--- src/rtl/fcbs_pkg.sv ---
package fcbs_pkg;

  // Key for the first byte after the length byte, and the chain offset
  localparam logic [7:0] FIRST_KEY = 8'h89;
  localparam logic [7:0] CHAIN_ADD = 8'hDC;

  // Result queue depth: one slot more than the three results of a frame end
  localparam int QUEUE_DEPTH = 4;
  localparam int QPTR_W      = 2;
  localparam int QCNT_W      = 3;

  typedef struct packed {
    logic [7:0] out_byte;
    logic       frame_last;
    logic       frame_short;
  } result_t;

  // Results produced by one request, in order, items[0] first
  typedef struct packed {
    logic [1:0]        count;
    result_t [2:0]     items;
  } push_t;

  // One application of the per-position rule
  typedef struct packed {
    logic [7:0] r;
    logic [7:0] chain;
    logic [7:0] tenth;
  } rule_t;

endpackage

--- src/rtl/fcbs_core.sv ---
module fcbs_core #(
  parameter int HEADER_BYTES    = 8,
  parameter int MAX_FRAME_BYTES = 512
) (
  input  logic                clk,
  input  logic                rst,
  input  logic                in_valid,
  output logic                in_ready,
  input  logic [7:0]          data_byte,
  input  logic                frame_end,
  input  logic                mode,
  input  logic                room,
  output fcbs_pkg::push_t     push
);

  localparam int POS_W = $clog2(MAX_FRAME_BYTES + 1);
  localparam int HDR_W = $clog2(HEADER_BYTES + 7);
  localparam int CMP_W = (POS_W > HDR_W) ? POS_W : HDR_W;

  localparam logic [CMP_W-1:0] HDR1     = CMP_W'(HEADER_BYTES + 1);
  localparam logic [CMP_W-1:0] HDR2     = CMP_W'(HEADER_BYTES + 2);
  localparam logic [CMP_W-1:0] LONG_MIN = CMP_W'(HEADER_BYTES + 5);
  localparam logic [POS_W-1:0] POS_MAX  = POS_W'(MAX_FRAME_BYTES);

  // Input register
  logic       hold_valid;
  logic [7:0] hold_byte;
  logic       hold_end;

  // Frame state
  logic [POS_W-1:0] pos;
  logic [POS_W-1:0] pos_next;
  logic [7:0]       held0;
  logic [7:0]       held1;
  logic [7:0]       chain;
  logic [7:0]       chain_next;
  logic [7:0]       tenth;
  logic [7:0]       tenth_next;

  logic             fire;
  logic [CMP_W-1:0] p_ext;
  fcbs_pkg::rule_t  ra;
  fcbs_pkg::rule_t  rb;

  function automatic fcbs_pkg::rule_t apply_rule(
    input logic [7:0]       b,
    input logic [CMP_W-1:0] p,
    input logic [7:0]       c,
    input logic [7:0]       t,
    input logic             m
  );
    fcbs_pkg::rule_t o;
    o.r     = b;
    o.chain = c;
    o.tenth = t;
    if (p == HDR1) begin
      o.r     = ~b ^ fcbs_pkg::FIRST_KEY;
      o.chain = m ? o.r : b;
    end else if (p > HDR1) begin
      o.r = (c + fcbs_pkg::CHAIN_ADD) ^ b;
      if (p == HDR2) begin
        o.tenth = m ? b : o.r;
      end
      o.chain = m ? o.r : b;
    end
    return o;
  endfunction

  assign fire     = hold_valid && room;
  assign in_ready = !hold_valid || room;
  assign p_ext    = CMP_W'(pos);

  always_comb begin
    push       = '0;
    pos_next   = pos;
    chain_next = chain;
    tenth_next = tenth;
    ra         = apply_rule(held0, p_ext - CMP_W'(2), chain, tenth, mode);
    rb         = '0;
    if (!hold_end) begin
      if (p_ext >= CMP_W'(2)) begin
        push.count             = 2'd1;
        push.items[0].out_byte = ra.r;
        chain_next             = ra.chain;
        tenth_next             = ra.tenth;
      end
      pos_next = (pos < POS_MAX) ? pos + POS_W'(1) : pos;
    end else begin
      pos_next   = '0;
      chain_next = '0;
      tenth_next = '0;
      if (p_ext >= LONG_MIN) begin
        // tail: third-from-last keyed by plain byte ten, last two zeroed
        push.count               = 2'd3;
        push.items[0].out_byte   = held0 ^ tenth;
        push.items[2].frame_last = 1'b1;
      end else if (p_ext >= CMP_W'(2)) begin
        rb = apply_rule(held1, p_ext - CMP_W'(1), ra.chain, ra.tenth, mode);
        push.count                = 2'd3;
        push.items[0].out_byte    = ra.r;
        push.items[1].out_byte    = rb.r;
        push.items[2].out_byte    = hold_byte;
        push.items[2].frame_last  = 1'b1;
        push.items[2].frame_short = 1'b1;
      end else if (p_ext == CMP_W'(1)) begin
        rb = apply_rule(held1, '0, chain, tenth, mode);
        push.count                = 2'd2;
        push.items[0].out_byte    = rb.r;
        push.items[1].out_byte    = hold_byte;
        push.items[1].frame_last  = 1'b1;
        push.items[1].frame_short = 1'b1;
      end else begin
        push.count                = 2'd1;
        push.items[0].out_byte    = hold_byte;
        push.items[0].frame_last  = 1'b1;
        push.items[0].frame_short = 1'b1;
      end
    end
    if (!fire) begin
      push.count = 2'd0;
    end
  end

  always_ff @(posedge clk) begin
    if (rst) begin
      hold_valid <= 1'b0;
    end else if (in_valid && in_ready) begin
      hold_valid <= 1'b1;
    end else if (fire) begin
      hold_valid <= 1'b0;
    end
  end

  always_ff @(posedge clk) begin
    if (in_valid && in_ready) begin
      hold_byte <= data_byte;
      hold_end  <= frame_end;
    end
  end

  always_ff @(posedge clk) begin
    if (rst) begin
      pos   <= '0;
      chain <= '0;
      tenth <= '0;
    end else if (fire) begin
      pos   <= pos_next;
      chain <= chain_next;
      tenth <= tenth_next;
    end
  end

  always_ff @(posedge clk) begin
    if (fire && !hold_end) begin
      held0 <= held1;
      held1 <= hold_byte;
    end
  end

endmodule

--- src/rtl/fcbs_outq.sv ---
module fcbs_outq (
  input  logic            clk,
  input  logic            rst,
  input  fcbs_pkg::push_t push,
  output logic            room,
  output logic            out_valid,
  input  logic            out_ready,
  output logic [7:0]      out_byte,
  output logic            frame_last,
  output logic            frame_short
);

  fcbs_pkg::result_t                   slot [fcbs_pkg::QUEUE_DEPTH];
  logic [fcbs_pkg::QPTR_W-1:0]         head;
  logic [fcbs_pkg::QPTR_W-1:0]         tail;
  logic [fcbs_pkg::QCNT_W-1:0]         count;
  logic [fcbs_pkg::QCNT_W-1:0]         count_eff;
  logic                                pop;

  assign pop       = out_valid && out_ready;
  assign out_valid = (count != '0);
  assign count_eff = count - fcbs_pkg::QCNT_W'(pop);
  // space for a full three-result request after this cycle's pop
  assign room      = count_eff <= fcbs_pkg::QCNT_W'(fcbs_pkg::QUEUE_DEPTH - 3);
  assign tail      = head + count[fcbs_pkg::QPTR_W-1:0];

  assign out_byte    = slot[head].out_byte;
  assign frame_last  = slot[head].frame_last;
  assign frame_short = slot[head].frame_short;

  always_ff @(posedge clk) begin
    if (rst) begin
      head  <= '0;
      count <= '0;
    end else begin
      head  <= head + fcbs_pkg::QPTR_W'(pop);
      count <= count_eff + fcbs_pkg::QCNT_W'(push.count);
    end
  end

  always_ff @(posedge clk) begin
    for (int k = 0; k < 3; k++) begin
      if (2'(k) < push.count) begin
        slot[tail + fcbs_pkg::QPTR_W'(k)] <= push.items[k];
      end
    end
  end

endmodule

--- src/rtl/frame_chained_byte_scrambler_unit.sv ---
// Path: a byte's own result passes the input register, then the result queue, after the
//   request that completes it; results lag input by two bytes.
// Throughput: one request per cycle on ordinary bytes while the queue has room; a
//   frame-end request yields up to three results through the one output, so input
//   pauses there while the queue drains, longer when results are held off.
// Reset (rst, synchronous): clears position, chain key, tenth plain byte, mode and queue.
module frame_chained_byte_scrambler_unit #(
  parameter int HEADER_BYTES    = 8,
  parameter int MAX_FRAME_BYTES = 512
) (
  input  logic       clk,
  input  logic       rst,
  // request channel
  input  logic       in_valid,
  output logic       in_ready,
  input  logic [7:0] data_byte,
  input  logic       frame_end,
  // result channel
  output logic       out_valid,
  input  logic       out_ready,
  output logic [7:0] out_byte,
  output logic       frame_last,
  output logic       frame_short,
  // mode register: 0 descramble, 1 scramble
  input  logic       mode_we,
  input  logic       mode_wdata
);

  logic            mode;
  logic            room;
  fcbs_pkg::push_t push;

  // Mode register; the user must rewrite it only with no request in flight, the block does not enforce it
  always_ff @(posedge clk) begin
    if (rst) begin
      mode <= 1'b0;
    end else if (mode_we) begin
      mode <= mode_wdata;
    end
  end

  // Per-byte transform: input register, frame state, keyed rules.
  // Two bytes are held back so the frame tail is known on frame end.
  fcbs_core #(
    .HEADER_BYTES    (HEADER_BYTES),
    .MAX_FRAME_BYTES (MAX_FRAME_BYTES)
  ) u_core (
    .clk       (clk),
    .rst       (rst),
    .in_valid  (in_valid),
    .in_ready  (in_ready),
    .data_byte (data_byte),
    .frame_end (frame_end),
    .mode      (mode),
    .room      (room),
    .push      (push)
  );

  // Result queue: absorbs the burst of up to three results per request
  // and keeps the request side moving while results wait.
  fcbs_outq u_outq (
    .clk         (clk),
    .rst         (rst),
    .push        (push),
    .room        (room),
    .out_valid   (out_valid),
    .out_ready   (out_ready),
    .out_byte    (out_byte),
    .frame_last  (frame_last),
    .frame_short (frame_short)
  );

endmodule

--- config.mk ---
export PLATFORM = sky130hd
export DESIGN_NAME = frame_chained_byte_scrambler_unit
export DESIGN_NICKNAME = d
export VERILOG_FILES = /design/src/rtl/fcbs_pkg.sv /design/src/rtl/fcbs_core.sv /design/src/rtl/fcbs_outq.sv /design/src/rtl/frame_chained_byte_scrambler_unit.sv
export SDC_FILE = /design/constraint.sdc
export NUM_CORES = 1
export LEC_CHECK = 0
export CORE_MARGIN = 2
export CORE_UTILIZATION = 43
export DETAILED_ROUTE_END_ITERATION = 12
export DONT_BUFFER_PORTS = 1
export PLACE_DENSITY = 0.65
export SETUP_SLACK_MARGIN = 0.15
export SYNTH_ARGS = -nofsm -noshare
export SYNTH_HDL_FRONTEND = slang
export SYNTH_SLANG_ARGS = --single-unit
--- constraint.sdc ---
create_clock -name clk -period 3.8 [get_ports clk]
set_input_delay 0.38 -clock clk [delete_from_list [all_inputs] [get_ports clk]]
set_output_delay 0.38 -clock clk [all_outputs]
set_load 0.05 [all_outputs]
# Word level (Yosys, flattened, before mapping)
# Memories as Yosys holds them, arrays and structs flattened. A register that Yosys moved wholly into a read port is not among the register bits.
# Cells that the tools add are included.
word_totals:
  reg_bits: 58
  ramBits: 40
  output_inout_bits: 12
  word_cells: 108
  n_memories: 1
classes:
  add_sub_neg: 11
  n_lt_le_gt_ge: 9
  n_eq_ne: 5
  mux: 51
  bitwise: 7
  n_reduce_logical: 13
mem_list:
  columns: ["name", "words", "width", "rd", "rd_ports_with_merged_regs", "wr", "line", "source"]
  rows:
  - ["u_outq.slot", 4, 10, 1, 1, 3, "fcbs_outq.sv:13", "fcbs_pkg::result_t slot [fcbs_pkg::QUEUE_DEPTH];"]
ops:
  columns: ["cell", "n"]
  rows:
  - ["$mux 8", 20]
  - ["$mux 24", 2]
  - ["$eq 10x4->1 const B", 4]
  - ["$mux 10", 4]
  - ["$mux 16", 2]
  - ["$xor 8x8->8", 3]
  - ["$mux 2", 11]
  - ["$gt 10x4->1 const B", 2]
  - ["$mux 20", 1]
  - ["$add 8x8->8 const B", 2]
  - ["$not 8->8", 2]
  - ["$mux 11", 1]
  - ["$add 10x1->10 const B", 1]
  - ["$eq 10x1->1 const B", 1]
  - ["$ge 10x2->1 const B", 1]
  - ["$ge 10x4->1 const B", 1]
  - ["$lt 10x10->1 const B", 1]
  - ["$mux 1", 10]
  - ["$sub 10x1->10 const B", 1]
  - ["$sub 10x2->10 const B", 1]
  - ["$not 3->3", 2]
  - ["$reduce_bool 2->1", 3]
  - ["$logic_and 1x1->1", 4]
  - ["$lt 1x2->1 const A", 2]
  - ["other kinds (12)", 14]

# Logic depth before layout (Yosys ltp)
depth:
  depth_word: 15
  depth_mapped: 16

# Cells and area by module
# Synthesis repeated with hierarchy kept, for this count alone.
hier_totals:
  cells_unflattened: 781
  hier_area_um2: 6816.5
modules_own_cells:
  columns: ["module", "instances", "cells_per_inst", "area_per_inst_um2", "seq_area_each_um2"]
  rows:
  - ["fcbs_core", 1, 474, 3777.4, 1291.2]
  - ["fcbs_outq", 1, 304, 3005.4, 1301.2]
  - ["frame_chained_byte_scrambler_unit", 1, 3, 33.8, 20.0]

# Least setup slack after synthesis
# OpenSTA, ideal clock, no wires.
synth_timing:
  path_kind: "register to register"
  start: "reg u_outq.count[1] (netlist bit)"
  end: "mem u_outq.slot[0][0] (netlist bit), enable pin"
  setup_time_ns: 0.391
  t_arrival_ns: 3.832
  path_slack_ns: -0.423
  path_stages_with_launch: 14
  cell_sequence: "dfxtp_1 > or3_1 > and2_1 > ha_1 > ha_1 > xnor2_1 > and3_1 > clkbuf_1 > nand2_1 > a21oi_1 > inv_1 > nor3_1 > a21oi_1 > o21ai_0"
synth_rtl:
  columns: ["element", "line", "source"]
  rows:
  - ["from (decl)", "fcbs_outq.sv:16", "logic [fcbs_pkg::QCNT_W-1:0] count;"]
  - ["from (signal assigned)", "fcbs_outq.sv:37", "count <= count_eff + fcbs_pkg::QCNT_W'(push.count);"]
  - ["to (decl)", "fcbs_outq.sv:13", null]

==> impl_metrics.csv <==
group,metric,value,unit
global_routing,grtUsageTotal,25.2,%
synthesis,synth_top_family_by_area,"compound AO/OA/AOI/OAI gates",
cts,clk_latency,0.36,ns
timing,clock.fmax,0.281,GHz
finish,finalNonFillerCells,868,
cts,clock_path_buffers,2,
synthesis,synthDominantCellAreaShare,31.5,%
pwr,power.density,492,mW/mm²
timing,slew_viol_final,0,
synthesis,syn-num-nets,691,
detailed_routing,avgViaCountPerCell,6.35,
finish,drive_above_1_share,16.0,%
finish,multi_input_area,0.00348,mm²
pwr,max-vdd-ir-drop,0.378,mV
synthesis,yosys_most_used_dff,"edfxtp_1",
timing,timing.hold.ws,0.0845,ns
synthesis,synth.avg_cell_area,9.40,µm²
timing,fin_skew,0.0101,ns
job,max-cap-violations,0,
setup_path,worstPathArrival,3.62,ns
cts,root_buffer,"clkbuf_16",
timing,setup_slack,0.247,ns
timing,finalCritPeriodShare,93.5,%
timing,timing.final.crit_period,3.55,ns
detailed_routing,dr.max_layer_used,"met4",
pwr,p_leak,2.54,nW
global_routing,grt_first_pass_wirelength,28.8,mm
timing,hold_viol,0,
synthesis,yosysSeqAreaShare,42.2,%
outcome,outcome,"complete, no violations",
synthesis,synth_cell_type_count,70,
synthesis,synth-edff-count,65,
die,die_x,124,µm
synthesis,synthXorXnorAreaFrac,5.37,%
synthesis,postSynth.asyncResetShare,0,%
cts,cts_max_level,3,
finish,design_area,0.00700,mm²
detailed_routing,totalWireLength,18.6,mm
global_routing,grt_overflow,0,
synthesis,synth.area.top_cells,"edfxtp_1 (32%), dfxtp_1 (11%), nor2_1 (5.1%)",
setup_path,worst-path-max-fanout,9,
setup_path,critPathCaptureType,"flop",
cts,cts_tree,"yes",
setup_path,crit_type,"flop to flop",
synthesis,yosys_warnings,0,
global_routing,grt_start_max_net_pins,19,
die,start_util,44.3,%
finish,seqCellArea,0.00261,mm²
die,core_area,0.0140,mm²
global_routing,grt_pass1_vias,5187,
min_path,hp-class,"input port to flop",
setup_path,cp-start-kind,"flop",
synthesis,ys_seq_elements,98,
detailed_routing,wl_met2,8.50,mm
detailed_routing,wl_met3,1.49,mm
placement,placed_cells,851,
setup_path,cp.required,3.87,ns
placement,port_buffers,0,
placement,gp_congestion,0.978,
finish,fillers,1307,
cts,cts_sinks,98,
detailed_routing,wl_per_cell,21.5,µm
die,rows,43,
detailed_routing,met1Wirelength,8.19,mm
cts,numCtsBuffers,9,
cts,cts_hold_buf,0,
finish,syn_to_final_growth,12.9,%
timing,relSlewSlack,48.2,%
synthesis,synth_area_leader_cell,"edfxtp_1",
detailed_routing,routed-via-count,5510,
synthesis,synthCells,659,
synthesis,synth_fa_ha_area_share,3.56,%
cts,clk_pin_slew,0.07,ns
die,dieArea,0.0154,mm²
timing,grt_setup_unrepaired,"true",
die,die_h,124,µm
synthesis,muxShareOfSynthArea,5.78,%
synthesis,yosys.area_share.simple,17.1,%
placement,dp_hpwl,14.3,mm
placement,dp_slack,-0.0100,ns
die,ios,27,
placement,dpl_cell_area,0.00661,mm²
finish,antennaDiodeCount,0,
detailed_routing,drc,0,
synthesis,synth_compound_area_share,22.5,%
timing,tightest_slew,0.777,ns
timing,finalSetupViolCount,0,
global_routing,antenna_found_initial,0,
detailed_routing,postRouteAntennaNets,0,
synthesis,syn-cell-area,0.00619,mm²
detailed_routing,drt_iter0_markers,640,
finish,num-nets-final,715,
detailed_routing,drt_pass1_iterations,7,
[synth_stat cells (all sizes together), types with 3 or more instances]
cell	number
a211oi	14
a21o	12
a21oi	33
a221o	4
a221oi	6
a22o	7
a22oi	21
a2bb2oi	7
a311oi	3
a31oi	4
and2	6
and3	7
buf	8
clkbuf	19
dfxtp	33
edfxtp	65
ha	16
inv	24
mux2i	11
mux4	10
nand2	70
nand2b	4
nand3	20
nand4	5
nor2	85
nor2b	5
nor3	13
o211ai	3
o21ai	53
o221ai	3
o22ai	7
o31ai	3
or2	3
or3	7
xnor2	28
xor2	10
[timing repair]
action / in CTS / in global routing
buffers inserted: 0 / 1
resized for setup: 7 / 14
endpoints found under the hold margin: 0 / 0
pin swaps: 1 / 2
endpoints found under the setup margin: 9 / 23
[state kept, by name (all words and copies together) (netlist names)]
register	count
u_outq.count	3
u_core.hold_byte	8
u_core.hold_end	1
u_outq.slot	40
u_core.held0	8
u_core.chain	8
u_core.hold_valid	1
mode	1
u_core.p_ext	10
u_core.tenth	8
u_outq.head	2
u_core.held1	8
[final timing paths]
path	startpoint	end	slack [ns]	cells past startpoint
max	u_core.p_ext[4]	u_outq.slot[3][8]	0.25	10
min reg2reg	u_core.held1[2]	u_core.held0[2]	0.48	0
min	rst	u_outq.count[1]	0.08	1
max reg2reg	u_core.p_ext[4]	u_outq.slot[3][8]	0.25	10
[cell usage in the layout, fill, tap and decap left out, drive strengths merged, types with 4 or more instances in the layout]
master    n
ha       16
a2bb2oi   7
a221o     4
edfxtp   65
buf      40
o21ai    53
nand3    20
a21oi    33
or3       7
nand2b    4
xnor2    28
mux4     10
xor2     10
nor3     13
and3      7
nand2    70
a22o      7
a221oi    6
dfxtp    33
a211oi   14
nand4     5
and2      6
mux2i    11
o22ai     7
nor2b     5
clkbuf    9
a31oi     4
inv      27
a22oi    21
a21o     12
nor2     85
[metrics by stage]
step / setup TNS [ns] / utilization [%] / power, mW
after CTS: 0 / 49.5 / 3.44
after global placement: 0 / 47.3 / 2.54
after global routing: 0 / 50.0 / 3.61
after detailed placement: -0.0100 / 47.3 / 2.55
final: 0 / 50.0 / 3.44
after floorplan: 0 / - / 2.21
[power breakdown]
group | switching [mW] | total (mW) | internal, mW
sequential | 0.0920 | 1.37 | 1.27
clock | 0.427 | 0.884 | 0.457
combinational | 0.775 | 1.19 | 0.418
[cell families (layout without fill, tap and decap cells)]
family	after synthesis	after routing
XOR/XNOR	38	38
AO/OA/AOI/OAI	198	198
multiplexers	23	23
buffers and inverters	51	80
AND/OR/NAND/NOR	234	234
flip-flops	98	98
adder cells (fa/ha/maj)	17	17
[final cells by class]
type | count | area share (%)
multi-input combinational | 510 | 49.8
sequential | 98 | 37.3
timing repair buffer | 40 | 4.29
clock buffer | 9 | 3.22
tap | 180 | 3.22
inverter | 24 | 1.29
clock inverter | 7 | 0.876
[worst max-delay path, cell delays in order (launching register included)]
cell and delay (ns):
dfxtp_1 0.39, or4_4 0.63, o311ai_4 0.35, o31ai_4 0.19, and2_2 0.29, o31ai_4 0.27, o21ai_2 0.17, o21ai_2 0.22
xnor2_2 0.17, mux2i_2 0.37, o21ai_0 0.21
[metal layers]
layer	vias to the layer above	global-route usage, %
met5	-	0
met4	0	9.55
met3	44	5.17
met2	278	38.5
met1	2674	35.3
li1	2514	-
Note: power is estimated with default switching activity, not from simulation.
